`src/rtl/rmq_pkg.sv`:
```
`timescale 1ns / 1ps
// ----------------------------------------------------------------------------
// rmq_pkg
// Shared types and widths for the rotation matrix to quaternion pipeline.
// ----------------------------------------------------------------------------
package rmq_pkg;

  // Word width and fixed-point format of every matrix entry and result part.
  localparam int DW        = 16;
  localparam int FRAC_BITS = 14;
  localparam int UNIT      = 1 << FRAC_BITS;

  // Square-root argument: sum of three entries plus one, signed.
  localparam int ARG_W = DW + 2;
  // Root width: half of the shifted argument width, rounded up.
  localparam int SQ_W  = (ARG_W - 1 + FRAC_BITS + 2 + 1) / 2;
  localparam int X_W   = 2 * SQ_W;
  localparam int REM_W = SQ_W + 3;
  // Off-diagonal sums and differences, signed.
  localparam int NUM_W = DW + 1;
  // Dividend of the scale division: magnitude shifted up plus half the scale.
  localparam int DVD_W = NUM_W + FRAC_BITS + 1;

  localparam int SAT_MAX = (1 << (DW - 1)) - 1;
  localparam int SAT_MIN_MAG = 1 << (DW - 1);

  typedef enum logic [1:0] {
    BR_TRACE = 2'd0,
    BR_ROW0  = 2'd1,
    BR_ROW1  = 2'd2,
    BR_ROW2  = 2'd3
  } branch_t;

  typedef struct packed {
    logic signed [DW-1:0] a00;
    logic signed [DW-1:0] a01;
    logic signed [DW-1:0] a02;
    logic signed [DW-1:0] a10;
    logic signed [DW-1:0] a11;
    logic signed [DW-1:0] a12;
    logic signed [DW-1:0] a20;
    logic signed [DW-1:0] a21;
    logic signed [DW-1:0] a22;
  } mat_t;

  // Word state carried alongside the square-root stages.
  typedef struct packed {
    logic                  valid;
    branch_t               branch;
    logic                  degen;
    logic [3:0][NUM_W-1:0] num;
  } side_t;

  // Word state carried alongside the division stages.
  typedef struct packed {
    logic          valid;
    branch_t       branch;
    logic          degen;
    logic [DW-1:0] own;
    logic [3:0]    neg;
  } div_side_t;

endpackage

```
`src/rtl/rmq_select.sv`:
```
`timescale 1ns / 1ps
// ----------------------------------------------------------------------------
// rmq_select
// First stage: picks the branch, forms the square-root argument and the
// four numerators, and flags a non-positive argument.
// ----------------------------------------------------------------------------
module rmq_select (
  input  logic                 clk,
  input  logic                 rst_n,
  input  logic                 en,
  input  logic                 in_take,
  input  rmq_pkg::mat_t        mat,
  input  logic [rmq_pkg::DW-1:0] thr,
  output rmq_pkg::side_t       side_out,
  output logic [rmq_pkg::ARG_W-1:0] arg_out
);

  rmq_pkg::side_t side_r, side_nxt;
  logic [rmq_pkg::ARG_W-1:0] arg_r, arg_nxt;
  logic signed [rmq_pkg::ARG_W-1:0] t1, arg_s;
  logic signed [rmq_pkg::ARG_W-1:0] e00, e11, e22, unit_s, thr_s;

  // Branch choice and argument, all on sign-extended entries.
  always_comb begin
    e00    = rmq_pkg::ARG_W'(mat.a00);
    e11    = rmq_pkg::ARG_W'(mat.a11);
    e22    = rmq_pkg::ARG_W'(mat.a22);
    unit_s = $signed(rmq_pkg::ARG_W'(rmq_pkg::UNIT));
    thr_s  = $signed(rmq_pkg::ARG_W'(thr));
    t1     = e00 + e11 + e22 + unit_s;
    side_nxt.valid = in_take;
    if (t1 > thr_s) begin
      side_nxt.branch = rmq_pkg::BR_TRACE;
      arg_s = t1;
      side_nxt.num[0] = '0;
      side_nxt.num[1] = rmq_pkg::NUM_W'(mat.a21) - rmq_pkg::NUM_W'(mat.a12);
      side_nxt.num[2] = rmq_pkg::NUM_W'(mat.a02) - rmq_pkg::NUM_W'(mat.a20);
      side_nxt.num[3] = rmq_pkg::NUM_W'(mat.a10) - rmq_pkg::NUM_W'(mat.a01);
    end else if (mat.a00 > mat.a11 && mat.a00 > mat.a22) begin
      side_nxt.branch = rmq_pkg::BR_ROW0;
      arg_s = unit_s + e00 - e11 - e22;
      side_nxt.num[0] = rmq_pkg::NUM_W'(mat.a21) - rmq_pkg::NUM_W'(mat.a12);
      side_nxt.num[1] = '0;
      side_nxt.num[2] = rmq_pkg::NUM_W'(mat.a10) + rmq_pkg::NUM_W'(mat.a01);
      side_nxt.num[3] = rmq_pkg::NUM_W'(mat.a02) + rmq_pkg::NUM_W'(mat.a20);
    end else if (mat.a11 > mat.a22) begin
      side_nxt.branch = rmq_pkg::BR_ROW1;
      arg_s = unit_s + e11 - e00 - e22;
      side_nxt.num[0] = rmq_pkg::NUM_W'(mat.a02) - rmq_pkg::NUM_W'(mat.a20);
      side_nxt.num[1] = rmq_pkg::NUM_W'(mat.a10) + rmq_pkg::NUM_W'(mat.a01);
      side_nxt.num[2] = '0;
      side_nxt.num[3] = rmq_pkg::NUM_W'(mat.a21) + rmq_pkg::NUM_W'(mat.a12);
    end else begin
      side_nxt.branch = rmq_pkg::BR_ROW2;
      arg_s = unit_s + e22 - e00 - e11;
      side_nxt.num[0] = rmq_pkg::NUM_W'(mat.a10) - rmq_pkg::NUM_W'(mat.a01);
      side_nxt.num[1] = rmq_pkg::NUM_W'(mat.a02) + rmq_pkg::NUM_W'(mat.a20);
      side_nxt.num[2] = rmq_pkg::NUM_W'(mat.a21) + rmq_pkg::NUM_W'(mat.a12);
      side_nxt.num[3] = '0;
    end
    side_nxt.degen = (arg_s <= 0);
    arg_nxt = arg_s;
  end

  // Stage register; only the valid bit is reset.
  always_ff @(posedge clk) begin
    if (!rst_n) begin
      side_r.valid <= 1'b0;
    end else if (en) begin
      side_r <= side_nxt;
      arg_r  <= arg_nxt;
    end
  end

  assign side_out = side_r;
  assign arg_out  = arg_r;

endmodule

```
`config.mk`:
```
export PLATFORM = sky130hd
export DESIGN_NAME = rmq_select
export DESIGN_NICKNAME = d
export VERILOG_FILES = /design/src/rtl/rmq_pkg.sv /design/src/rtl/rmq_select.sv
export SDC_FILE = /design/constraint.sdc
export NUM_CORES = 1
export LEC_CHECK = 0
export ABC_CLOCK_PERIOD_IN_PS = 9980
export BUFFER_PORTS_ARGS = -buffer_cell sky130_fd_sc_hd__buf_4
export CAP_MARGIN = 10
export CORE_ASPECT_RATIO = 1.1
export CORE_MARGIN = 2
export CORE_UTILIZATION = 43
export CTS_CLUSTER_DIAMETER = 150
export DETAILED_ROUTE_END_ITERATION = 12
export PLACE_DENSITY = 0.73
export SKIP_CTS_REPAIR_TIMING = 1
export SLEW_MARGIN = 20
export SYNTH_ARGS = -nofsm -noshare
export SYNTH_HDL_FRONTEND = slang
export SYNTH_SLANG_ARGS = --single-unit
export TNS_END_PERCENT = 10
```
`constraint.sdc`:
```
create_clock -name clk -period 9.98 [get_ports clk]
set_input_delay 1.996 -clock clk [delete_from_list [all_inputs] [get_ports clk]]
set_output_delay 1.996 -clock clk [all_outputs]
set_load 0.02 [all_outputs]
```
==> results.tsv <==
stage	metric	value	unit
sta	worst relative slew slack	0.2714	
clocking	clk_lat worst skew	350	ps
setup_path	Critical path buffers and inverters	4	
logic_synthesis	syn nets	2414	
min_path	worst hold path type	reg2reg	
power	sequential share of power	0.204	
logic_synthesis	area share of the largest cell type after synthesis	0.2548	
logic_synthesis	Mapped Avg Cell Area	8.654	um2
route	DRC	0	
floorplanning	core area	0.03694	mm2
route	initial DRC count	1330	
logic_synthesis	EDFF count, synth	89	
floorplanning	Die ar.	0.03879	mm2
logic_synthesis	number of synthesized register bits	90	
logic_synthesis	Ys Warns	0	
power	peak supply drop	0.1178	mV
global_routing	GRT Overall Usage	0.2398	
setup_path	Setup CP Type	in2reg	
sta	Setup WS post-layout	1404	ps
logic_synthesis	Synth Area in XOR/XNOR	0.06783	
place	GPL Wtd Cong	1.012	
setup_path	CP Max Fanout	9	
place	Port Buffers	253	
sta	Final Hold Fails	0	
power	switching share of power	0.4727	
floorplanning	Die Y	206.4	um
logic_synthesis	synth top area cells	ha_1 (25%), edfxtp_1 (17%), fa_1 (9.3%)	
logic_synthesis	area leader, netlist	ha_1	
sta	final setup fails	0	
global_routing	vias in the first global route	14400	
logic_synthesis	area share of and/or/nand/nor cells after synthesis	0.1381	
clocking	clock root buffer	clkbuf_16	
finish	P&R area growth vs syn	16.94	%
setup_path	Max stage delay on crit path	560	ps
floorplanning	Initial Util	0.4334	
sta	Slew Limit Fails	0	
sta	fmax	0.1166	GHz
global_routing	final global-route overflow total	0	
setup_path	reg2reg path depth	2	
clocking	CTS tree	built	
route	routed wire length per instance	18.45	um
route	via-per-instance ratio	5.631	
clocking	H-tree depth	3	
setup_path	Worst path slowest cell	or4_1	
clocking	Num CTS Buffers	9	
power	LEAKAGE	8.810	nW
sta	unrepaired setup endpoints after global routing	no	
setup_path	Top Family by Delay on Critical Path	compound AO/OA/AOI/OAI gates	
setup_path	RR Startpoint	side_out[71]	
power	Power Density	175.2	mW/mm2
finish	Antenna diodes	0	
route	Via Count	14450	
logic_synthesis	Syn Inst Count	1850	
power	Clk pwr share	0.115	
setup_path	CP required	10190	ps
power	Comb power frac	0.680	
status	outcome	complete, no violations	
setup_path	R2R Path End	side_out[71]	
place	DP Worst Slack	1127	ps
min_path	min-delay src	side_out[71]	
logic_synthesis	synthesized area	0.01601	mm2
logic_synthesis	Yosys cell types	81	
route	drt first pass iters	6	
min_path	Hold Path Cell Cnt	2	
min_path	Hold Crit Endpoint	side_out[71]	
logic_synthesis	main combinational cell family by area after synthesis	adder cells	
floorplanning	I/O pins	254	
setup_path	flop2flop setup slack	9390	ps
global_routing	first-pass GRT wire length	73810	um
sta	minimum clock period	8576	ps
floorplanning	Cell Rows	74	
sta	slew of the pin with the lowest slew margin	1090	ps
clocking	clk slew on worst S/H paths	70	ps
finish	fin nets	2631	
logic_synthesis	ys flop type	edfxtp_1	
logic_synthesis	Adder-Cell Fraction of Synth Area	0.3473	
logic_synthesis	post-synthesis compound-gate area fraction	0.2001	
power	switching pwr	1.551	mW
place	DP Wirelength	39550	um
global_routing	initial antenna violation count	0	
setup_path	startpoint types	input pin	
logic_synthesis	mux cell area share after synthesis	0.01352	
route	Detail Route Antenna Nets	0	
global_routing	largest net degree at the start of global routing	82	
sta	final period utilization	0.8593	
power	P_int	1.730	mW
route	final WL	47330	um
clocking	Clock Path Buffers	2	
clocking	Clock Sinks	90	
floorplanning	DIE WIDTH	188.0	um
logic_synthesis	Async SR Flop Fraction	0	
setup_path	WP data arrival	8790	ps
logic_synthesis	sequential-to-total area share from yosys stat	0.1682	
sta	sum of negative setup slack	0	ps
job	Max Cap Viol	0	
finish	layout cells sized above 1	0.1496	
setup_path	Setup crit end kind	register	
sta	Layout Skew	0	ps
-- logic make-up (layout without fill, tap and decap cells) --
kind of cell	after synthesis	after routing
buf+inv	276	498
fa+ha+maj	400	400
simple gates	468	468
flops	90	90
mux	20	20
compound gates	472	472
xor+xnor	124	124
-- sequential cells by signal, indices dropped and copies added, names as in the netlist --
| register | flops |
|---|---|
| side_out | 72 |
| arg_out | 18 |
-- worst max-delay path by stage --
stage	to	slack, ps	startpoint	depth (start not counted)
final	side_out[68]	1400	mat[66]	26
after global routing	side_out[68]	810	mat[2]	26
after CTS	side_out[68]	1480	mat[66]	26
after detailed placement	side_out[68]	1130	mat[66]	26
after global placement	side_out[68]	1270	mat[2]	26
after floorplan	side_out[68]	2070	mat[2]	25
-- synth_stat cells, types with 6 or more instances --
library cell  instances
o21a_1               33
o31ai_1              15
xnor2_1              93
mux2i_1              12
nand2_1             117
ha_1                326
a21oi_1             122
and3_1               16
xor2_1               31
nor2_1              153
nor3_1               48
nor4_1                7
nor2b_1              27
inv_1               220
o21ai_0              76
o21bai_1             18
nand3_1              27
a2111oi_0             6
edfxtp_1             89
o221ai_1             18
nand2b_1             25
a311oi_1              9
o211ai_1             17
clkbuf_1             48
fa_1                 74
a31oi_1              18
a21boi_0              8
a21o_1               26
a211oi_1             32
o22ai_1               9
or3_1                13
-- through the flow --
stage | utilization | cell area (um2) | instances | hold slack, ps | power [mW]
2_1_floorplan | - | 16010 | 1850 | 589.3 | 2.186
3_3_place_gp | 0.4980 | 18400 | 2550 | 500.0 | 2.816
3_5_place_dp | 0.4980 | 18400 | 2550 | 515.3 | 2.877
4_1_cts | 0.5068 | 18720 | 2566 | 534.4 | 3.268
5_1_grt | 0.5068 | 18720 | 2566 | 558.9 | 3.533
6_report | 0.5068 | 18720 | 2566 | 527.8 | 3.280
-- layer usage --
layer	up-vias	global-route usage	wire length [um]
li1	6910	-	-
met1	6885	0.2972	19370
met2	574	0.4348	23510
met3	80	0.02106	2956
met4	0	0.08605	1491
met5	-	0	0
-- power groups by stage --
stage	logic (mW)	clock network, mW	registers, mW
floorplan	1.42	0	0.768
global placement	2.14	0	0.680
detailed placement	2.20	0	0.675
CTS	2.21	0.385	0.671
global route	2.46	0.396	0.676
finish	2.23	0.378	0.670
-- placed cells by master (no fill, tap or decap), types with 5 or more instances in the layout --
cell type and n:
a2111oi_0 6, a211oi_1 32, a21boi_0 8, a21o_1 26
a21oi_1 122, a221o_1 5, a221oi_1 5, a311oi_1 9
a31o_2 5, a31oi_1 18, and3_1 16, buf_4 261
clkbuf_16 9, edfxtp_1 89, fa_1 74, ha_1 326
inv_1 220, mux2i_1 12, nand2_1 116, nand2b_1 25
nand3_1 27, nand4_1 5, nor2_1 152, nor2b_1 27
nor3_1 48, nor4_1 7, o2111ai_1 5, o211ai_1 17
o21a_1 32, o21ai_0 76, o21bai_1 18, o221ai_1 18
o22ai_1 9, o31ai_1 15, o41ai_1 5, or3_1 13
or4_1 5, xnor2_1 93, xor2_1 31
-- worst min-delay path, stage by stage (launching register included) --
cell and delay (ps):
dfxtp_1 310, mux2i_1 120, nor2b_1 60
-- layout make-up --
type / count / area, um2
clock buffers: 9 / 225.2
clock inverters: 7 / 98.84
fillers: 3418 / 18220
inverters: 221 / 829.5
multi-input cells: 1484 / 12300
flip-flops and latches: 90 / 2693
well taps: 494 / 618.1
repair buffers: 261 / 1959
Note: power is estimated with default switching activity, not from simulation.
