File: src/rtl/rmq_pkg.sv
`timescale 1ns / 1ps
// ----------------------------------------------------------------------------
// rmq_pkg
// Shared types and widths for the rotation matrix to quaternion pipeline.
// ----------------------------------------------------------------------------
package rmq_pkg;

  // Word width and fixed-point format of every matrix entry and result part.
  localparam int DW        = 16;
  localparam int FRAC_BITS = 14;
  localparam int UNIT      = 1 << FRAC_BITS;

  // Square-root argument: sum of three entries plus one, signed.
  localparam int ARG_W = DW + 2;
  // Root width: half of the shifted argument width, rounded up.
  localparam int SQ_W  = (ARG_W - 1 + FRAC_BITS + 2 + 1) / 2;
  localparam int X_W   = 2 * SQ_W;
  localparam int REM_W = SQ_W + 3;
  // Off-diagonal sums and differences, signed.
  localparam int NUM_W = DW + 1;
  // Dividend of the scale division: magnitude shifted up plus half the scale.
  localparam int DVD_W = NUM_W + FRAC_BITS + 1;

  localparam int SAT_MAX = (1 << (DW - 1)) - 1;
  localparam int SAT_MIN_MAG = 1 << (DW - 1);

  typedef enum logic [1:0] {
    BR_TRACE = 2'd0,
    BR_ROW0  = 2'd1,
    BR_ROW1  = 2'd2,
    BR_ROW2  = 2'd3
  } branch_t;

  typedef struct packed {
    logic signed [DW-1:0] a00;
    logic signed [DW-1:0] a01;
    logic signed [DW-1:0] a02;
    logic signed [DW-1:0] a10;
    logic signed [DW-1:0] a11;
    logic signed [DW-1:0] a12;
    logic signed [DW-1:0] a20;
    logic signed [DW-1:0] a21;
    logic signed [DW-1:0] a22;
  } mat_t;

  // Word state carried alongside the square-root stages.
  typedef struct packed {
    logic                  valid;
    branch_t               branch;
    logic                  degen;
    logic [3:0][NUM_W-1:0] num;
  } side_t;

  // Word state carried alongside the division stages.
  typedef struct packed {
    logic          valid;
    branch_t       branch;
    logic          degen;
    logic [DW-1:0] own;
    logic [3:0]    neg;
  } div_side_t;

endpackage

File: src/rtl/rmq_sqrt.sv
`timescale 1ns / 1ps
// ----------------------------------------------------------------------------
// rmq_sqrt
// Integer square root of the argument shifted up by FRAC_BITS + 2, one
// result bit per pipeline stage.
// ----------------------------------------------------------------------------
module rmq_sqrt (
  input  logic                      clk,
  input  logic                      rst_n,
  input  logic                      en,
  input  rmq_pkg::side_t            side_in,
  input  logic [rmq_pkg::ARG_W-1:0] arg_in,
  output rmq_pkg::side_t            side_out,
  output logic [rmq_pkg::SQ_W-1:0]  root_out
);

  localparam int N = rmq_pkg::SQ_W;

  logic [rmq_pkg::X_W-1:0]   x0;
  logic [rmq_pkg::X_W-1:0]   x_r    [N];
  logic [rmq_pkg::REM_W-1:0] rem_r  [N];
  logic [rmq_pkg::SQ_W-1:0]  root_r [N];
  rmq_pkg::side_t            side_r [N];

  // A degenerate argument feeds zero; its root is never used.
  assign x0 = side_in.degen ? '0 :
              (rmq_pkg::X_W'(arg_in[rmq_pkg::ARG_W-2:0]) << (rmq_pkg::FRAC_BITS + 2));

  for (genvar k = 0; k < N; k++) begin : g_step
    logic [rmq_pkg::X_W-1:0]   src_x;
    logic [rmq_pkg::REM_W-1:0] src_rem, rem_cat, trial, rem_nxt;
    logic [rmq_pkg::SQ_W-1:0]  src_root, root_nxt;
    rmq_pkg::side_t            src_side;
    logic                      ge;

    if (k == 0) begin : g_first
      assign src_x    = x0;
      assign src_rem  = '0;
      assign src_root = '0;
      assign src_side = side_in;
    end else begin : g_next
      assign src_x    = x_r[k-1];
      assign src_rem  = rem_r[k-1];
      assign src_root = root_r[k-1];
      assign src_side = side_r[k-1];
    end

    // Bring down two bits and try root*4+1 against the remainder.
    always_comb begin
      rem_cat  = {src_rem[rmq_pkg::REM_W-3:0], src_x[rmq_pkg::X_W-1 -: 2]};
      trial    = rmq_pkg::REM_W'({src_root, 2'b01});
      ge       = (rem_cat >= trial);
      rem_nxt  = ge ? (rem_cat - trial) : rem_cat;
      root_nxt = {src_root[rmq_pkg::SQ_W-2:0], ge};
    end

    always_ff @(posedge clk) begin
      if (!rst_n) begin
        side_r[k].valid <= 1'b0;
      end else if (en) begin
        side_r[k] <= src_side;
        x_r[k]    <= src_x << 2;
        rem_r[k]  <= rem_nxt;
        root_r[k] <= root_nxt;
      end
    end
  end

  assign side_out = side_r[N-1];
  assign root_out = root_r[N-1];

endmodule

File: config.mk
export PLATFORM = sky130hd
export DESIGN_NAME = rmq_sqrt
export DESIGN_NICKNAME = d
export VERILOG_FILES = /design/src/rtl/rmq_pkg.sv /design/src/rtl/rmq_sqrt.sv
export SDC_FILE = /design/constraint.sdc
export NUM_CORES = 1
export LEC_CHECK = 0
export BUFFER_PORTS_ARGS = -buffer_cell sky130_fd_sc_hd__clkbuf_2
export CORE_ASPECT_RATIO = 1.75
export CORE_MARGIN = 3
export CORE_UTILIZATION = 35
export DETAILED_ROUTE_END_ITERATION = 16
export PLACE_DENSITY_LB_ADDON = 0.12
export SLEW_MARGIN = 15
export SYNTH_ARGS = -nofsm -noshare
export SYNTH_HDL_FRONTEND = slang
export SYNTH_SLANG_ARGS = --single-unit
File: constraint.sdc
create_clock -name clk -period 57 [get_ports clk]
set_input_delay 11.4 -clock clk [delete_from_list [all_inputs] [get_ports clk]]
set_output_delay 11.4 -clock clk [all_outputs]
set_load 0.05 [all_outputs]
==> impl_metrics.env, run 1 <==
export IMPL_ant_nets=0
export IMPL_critPathTopFamily="buffers and inverters"
export IMPL_grt_pass1_wl_microns=140000
export IMPL_dpl_cell_area_sq_um=65600
export IMPL_synth_seq_cells=1706
export IMPL_synth_cell_type_count=88
export IMPL_drive_gt1_share_pct=13.7
export IMPL_first_global_vias=28000
export IMPL_end_kind="flip-flop"
export IMPL_synth_area_leaders="edfxtp_1 (83%), ha_1 (3.1%), xnor2_1 (1.3%)"
export IMPL_required_ns=57.38
export IMPL_dp_slack_ns=40.56
export IMPL_fin_setup_tns_ns=0
export IMPL_synth_adder_area_share_pct=3.37
export IMPL_grt_setup_unrepaired="no"
export IMPL_power_leakage_nw=24.6
export IMPL_power_density_nw_per_um2=37.0
export IMPL_crit_chain="clkbuf_2 -> and2_4 -> buf_4 -> buf_4 -> buf_4 -> buf_4"
export IMPL_htree_num_levels=4
export IMPL_synth_cells=3278
export IMPL_totalWireLength_microns=87200
export IMPL_clk_path_buf_depth=4
export IMPL_synth_compound_area_share_pct=4.17
export IMPL_fp_row_count=203
export IMPL_grtUsageMet2_pct=17.3
export IMPL_path_buf_inv=5
export IMPL_final_area_sq_um=70800
export IMPL_min_period_ns=15.48
export IMPL_cts_sinks=1706
export IMPL_fin_crit_sh_pct=27.2
export IMPL_die_w_microns=324
export IMPL_num_vias=27100
export IMPL_hpwl_microns=51300
export IMPL_met1_usage_pct=10.1
export IMPL_core_area_sq_um=175000
export IMPL_dieHeight_microns=562
export IMPL_postCtsSetupBuffers=0
export IMPL_area_growth_pct=14.5
export IMPL_wl_per_cell_microns=14.5
export IMPL_hold_class="flip-flop to flip-flop"
export IMPL_portBuffers=180
export IMPL_via_per_inst=4.52
export IMPL_grt_overflow_total=0
export IMPL_layout_nets=3879
export IMPL_cts_buffers_inserted=173
export IMPL_timing_hold_violations_final=0
export IMPL_worst_setup_path_start_kind="primary input"
export IMPL_antenna_found_initial=3
export IMPL_cp_max_fo=83
export IMPL_arrival_ns=15.85
export IMPL_fmax_mhz=64.6
export IMPL_grt_busiest_layer="met2"
export IMPL_dieArea_sq_um=182000
export IMPL_synth_top_family_by_area="simple AND/OR/NAND/NOR gates"
export IMPL_gp_congestion=0.858
export IMPL_syn_num_nets=3533
export IMPL_maxCapViolCount=0
export IMPL_yosysTopAreaCell="edfxtp_1"
export IMPL_cpMaxStageDelayCell="buf_4"
export IMPL_synth_xor_area_share_pct=2.27
export IMPL_slew_violations=0
export IMPL_fin_util_pct=40.4
export IMPL_yosys_warnings=0
export IMPL_fin_worst_skew_ns=0.0533
export IMPL_tightestPinTransition_ns=1.08
export IMPL_slew_headroom_pct=28.0
export IMPL_ioPinCount=182
export IMPL_synth_edf_count=1705
export IMPL_status="finished, final reports clean"
export IMPL_cts_tree="yes"
export IMPL_ys_seq_area_share_pct=82.9
export IMPL_fillers=15800
export IMPL_ir_drop_uv=25.7
export IMPL_insertion_delay_ns=0.79
export IMPL_initial_core_util_pct=35.3
export IMPL_setup_viol=0
export IMPL_cts_root_buf="clkbuf_16"
export IMPL_drc=0
export IMPL_syn_area_sq_um=61800
export IMPL_first_pass_iters=6
export IMPL_groute_usage_overall_pct=9.47
export IMPL_critical_path_max_stage_delay_ns=0.90
export IMPL_drt_iter0_drc=1759
export IMPL_synth_simple_area_share_pct=4.67
export IMPL_crit_type="primary input to flip-flop"
export IMPL_crit_path_frequent_cell="buf_4"
export IMPL_netlist_area_leader_share_pct=82.9
export IMPL_cts_resized=0
export IMPL_async_flop_share_pct=0
export IMPL_path_clk_slew_ns=0.06
export IMPL_use_met3_pct=2.16
export IMPL_total_power_mw=2.62
export IMPL_syn_avg_cell_area_sq_um=18.9
export IMPL_synth_mux_area_share_pct=1.21
export IMPL_cts_hold_buf=0
export IMPL_grt_max_degree=190
export IMPL_fin_ws_ns=41.52
export IMPL_synthFlopType="edfxtp_1"
==> stage by stage <==
stage / hold slack, ns / std cells
floorplan: 0.400 / 3278
global placement: 0.400 / 5704
detailed placement: 0.405 / 5704
CTS: 0.372 / 6009
global route: 0.383 / 6010
finish: 0.375 / 6010
==> synth_stat cells, types with 5 or more instances <==
library cell / number
edfxtp_1: 1705
inv_1: 188
ha_1: 155
nand2_1: 132
nor2_1: 123
a21oi_1: 111
xnor2_1: 89
o21ai_0: 77
xor2_1: 71
nor3_1: 54
a21o_1: 51
nor2b_1: 43
nand3_1: 33
and3_1: 30
nor4_1: 30
o21a_1: 30
mux2_2: 25
nand2b_1: 25
o21ai_1: 23
o31ai_1: 19
clkbuf_1: 18
mux2_4: 16
mux2_1: 15
or3_1: 14
nand4_1: 12
o21bai_1: 12
or2_2: 11
a31oi_1: 10
a211oi_1: 9
inv_2: 9
or4_1: 9
and2_1: 7
buf_2: 7
fa_1: 7
mux2i_1: 6
o211ai_1: 6
a21boi_0: 5
nand3b_1: 5
==> where the power goes <==
| part | leakage (nW) | total (mW) | internal, mW | switching (mW) |
|---|---|---|---|---|
| combinational | 6.18 | 0.116 | 0.0412 | 0.0748 |
| sequential | 15.9 | 1.46 | 1.44 | 0.0167 |
| clock | 2.52 | 1.05 | 0.595 | 0.452 |
==> routing by layer <==
metal	up-vias	part of all wire, %
met5	-	0
met3	282	4.5
met1	13100	38
met2	483	53
li1	13200	-
met4	0	4.7
==> path summary, 6_finish.rpt <==
kind / startpoint / endpoint / slack, ns / depth (start not counted)
max: rst_n / side_r[10][15] / 41.52 / 6
max reg2reg: rem_r[0][280] / rem_r[0][302] / 53.30 / 9
min: side_r[10][15] / side_r[11][15] / 0.38 / 0
min reg2reg: side_r[10][15] / side_r[11][15] / 0.38 / 0
==> sequential cells by signal, indices dropped and copies added, names as in the netlist <==
name / flops
rem_r: 257
root_r: 153
x_r: 72
side_r: 1224
==> cells in the final DEF, fill, tap and decap left out, drive strengths merged, types with 33 or more instances in the layout <==
cell type,instances
edfxtp,1705
clkbuf,393
inv,201
ha,155
nand2,134
nor2,125
a21oi,114
o21ai,101
xnor2,89
clkinv,75
xor2,71
mux2,56
nor3,55
a21o,51
nor2b,43
nand3,33
nor4,33
==> kinds of logic (layout without fill, tap and decap cells) <==
logic type,after synthesis,after routing
simple gates,558,558
flops,1706,1706
xor+xnor,160,160
mux,62,62
other cells,1,2
fa+ha+maj,162,162
compound gates,401,401
buf+inv,228,704
==> layout make-up <==
| type | count | area, sq um | share of cell area, % |
|---|---|---|---|
| timing repair buffer | 202 | 1100 | 1.56 |
| tap | 2255 | 2820 | 3.99 |
| sequential | 1706 | 51200 | 72.4 |
| multi-input combinational | 1344 | 9700 | 13.7 |
| antenna | 1 | 2.50 | 0.00354 |
| clock buffer | 213 | 4520 | 6.39 |
| inverter | 197 | 739 | 1.04 |
| clock inverter | 92 | 668 | 0.944 |
No activity file was read; power rests on OpenSTA's default activity.
==> run 2: changes to the inputs <==
- clock period: 57 -> 14.9 ns (I/O delays scaled with it)
==> run 2 against run 1 <==
Clock power rose to 3.9 times the previous value. Design area up 0.25%. Largest cell class unchanged. Combinational power rose to 3.8 times the previous value. Highest routed layer is now met5. First-iteration DRC count down 0.34%. Cell count about the same. Flip-flop and latch count unchanged. Global-route usage up 0.075 points. Die area unchanged. Sequential power rose to 3.8 times the previous value. Critical endpoint is now side_r[0][63].
==> impl_metrics.env, run 2 (synthesis results as in run 1) <==
export IMPL_status="finished, final reports clean"
export IMPL_fin_setup_tns_ns=0
export IMPL_critical_path_max_stage_delay_ns=0.80
export IMPL_fin_util_pct=40.5
export IMPL_first_global_vias=28100
export IMPL_initial_core_util_pct=35.3
export IMPL_dieArea_sq_um=182000
export IMPL_path_clk_slew_ns=0.06
export IMPL_die_w_microns=324
export IMPL_final_area_sq_um=70900
export IMPL_cpMaxStageDelayCell="buf_4"
export IMPL_worst_setup_path_start_kind="primary input"
export IMPL_postCtsSetupBuffers=0
export IMPL_dp_slack_ns=8.04
export IMPL_grt_setup_unrepaired="no"
export IMPL_dieHeight_microns=562
export IMPL_via_per_inst=4.52
export IMPL_cts_hold_buf=0
export IMPL_critPathTopFamily="buffers and inverters"
export IMPL_regMostFlops="side_r"
export IMPL_hold_worst_slack_ns=0.373
export IMPL_timing_hold_violations_final=0
export IMPL_cts_resized=0
export IMPL_path_buf_inv=4
export IMPL_end_kind="flip-flop"
export IMPL_ant_nets=0
export IMPL_maxCapViolCount=0
export IMPL_layout_common_cells="edfxtp_1 (1705), inv_1 (188), clkbuf_2 (180)"
export IMPL_clk_path_buf_depth=4
export IMPL_cp_max_fo=181
export IMPL_fin_crit_sh_pct=39.9
export IMPL_wl_per_cell_microns=14.6
export IMPL_power_leakage_nw=24.7
export IMPL_grt_overflow_total=0
export IMPL_antenna_found_initial=4
export IMPL_insertion_delay_ns=0.79
export IMPL_grt_max_degree=189
export IMPL_drive_gt1_share_pct=13.9
export IMPL_place_inst=5702
export IMPL_layoutNonFillerInstCount=6007
export IMPL_first_pass_iters=5
export IMPL_power_density_nw_per_um2=143
export IMPL_layout_nets=3878
export IMPL_crit_chain="clkbuf_2 -> and2_4 -> buf_12 -> buf_12 -> buf_4"
export IMPL_gp_congestion=0.823
export IMPL_ioPinCount=182
export IMPL_grt_pass1_wl_microns=141000
export IMPL_hpwl_microns=51500
export IMPL_largest_registers="side_r: 1224 flops, rem_r: 257 flops, root_r: 153 flops"
export IMPL_totalWireLength_microns=87700
export IMPL_area_growth_pct=14.8
export IMPL_drc=0
export IMPL_ir_drop_uv=100
export IMPL_dpl_cell_area_sq_um=65600
export IMPL_core_area_sq_um=175000
export IMPL_fillers=15800
export IMPL_cts_sinks=1706
export IMPL_num_vias=27100
export IMPL_slew_violations=0
export IMPL_total_power_mw=10.1
export IMPL_htree_num_levels=4
export IMPL_groute_usage_overall_pct=9.54
export IMPL_setup_viol=0
export IMPL_cts_tree="yes"
export IMPL_fmax_mhz=168
export IMPL_fp_row_count=203
export IMPL_hold_class="flip-flop to flip-flop"
export IMPL_required_ns=15.30
export IMPL_r2r_slack_ns=11.13
export IMPL_portBuffers=180
export IMPL_tightestPinTransition_ns=1.11
export IMPL_crit_type="primary input to flip-flop"
export IMPL_largest_reg_flops=1224
export IMPL_min_period_ns=5.94
export IMPL_fin_ws_ns=8.96
export IMPL_final_common_cell="edfxtp_1"
export IMPL_drt_iter0_drc=1753
export IMPL_fin_worst_skew_ns=0.0463
export IMPL_cts_buffers_inserted=174
export IMPL_arrival_ns=6.35
export IMPL_crit_path_frequent_cell="buf_12"
export IMPL_cts_root_buf="clkbuf_16"
export IMPL_slew_headroom_pct=26.2
run 2: layer usage:
| metal | share of wire (%) | GRT usage [%] | vias to the layer above |
|---|---|---|---|
| met5 | 0.015 | 0 | - |
| met4 | 4.0 | 4.59 | 2 |
| met3 | 4.7 | 2.14 | 249 |
| met2 | 53 | 17.4 | 464 |
| met1 | 38 | 10.4 | 13200 |
| li1 | - | - | 13200 |
run 2: power breakdown:
| group | switching [mW] | leakage, nW | internal, mW |
|---|---|---|---|
| Combinational | 0.285 | 6.18 | 0.158 |
| Sequential | 0.0657 | 15.9 | 5.51 |
| Clock | 1.73 | 2.60 | 2.39 |
run 2: path summary, 6_finish.rpt:
kind | depth (start not counted) | start | end
max | 5 | rst_n | side_r[0][63]
min | 0 | side_r[9][37] | side_r[10][37]
max reg2reg | 9 | rem_r[0][260] | rem_r[0][292]
min reg2reg | 0 | side_r[9][37] | side_r[10][37]
run 2: final cells by class:
cell class / instances / area, sq um / area share [%]
Timing Repair Buffer: 200 / 1110 / 1.57
Antenna cell: 1 / 2.50 / 0.00353
Clock buffer: 216 / 4550 / 6.42
Inverter: 197 / 739 / 1.04
Sequential cell: 1706 / 51200 / 72.2
Clock inverter: 88 / 798 / 1.13
Tap cell: 2255 / 2820 / 3.98
Multi-Input combinational cell: 1344 / 9700 / 13.7
run 2: worst register-to-register path: cells and delay by family, from the launching register on:
kind | cells | cell delay, ns
DFF | 1 | 0.46
AOI/OAI and AO/OA | 4 | 1.06
muxes | 1 | 0.33
buffers and inverters | 1 | 0.20
and+or+nand+nor | 1 | 0.78
adders and majority gates | 2 | 0.70
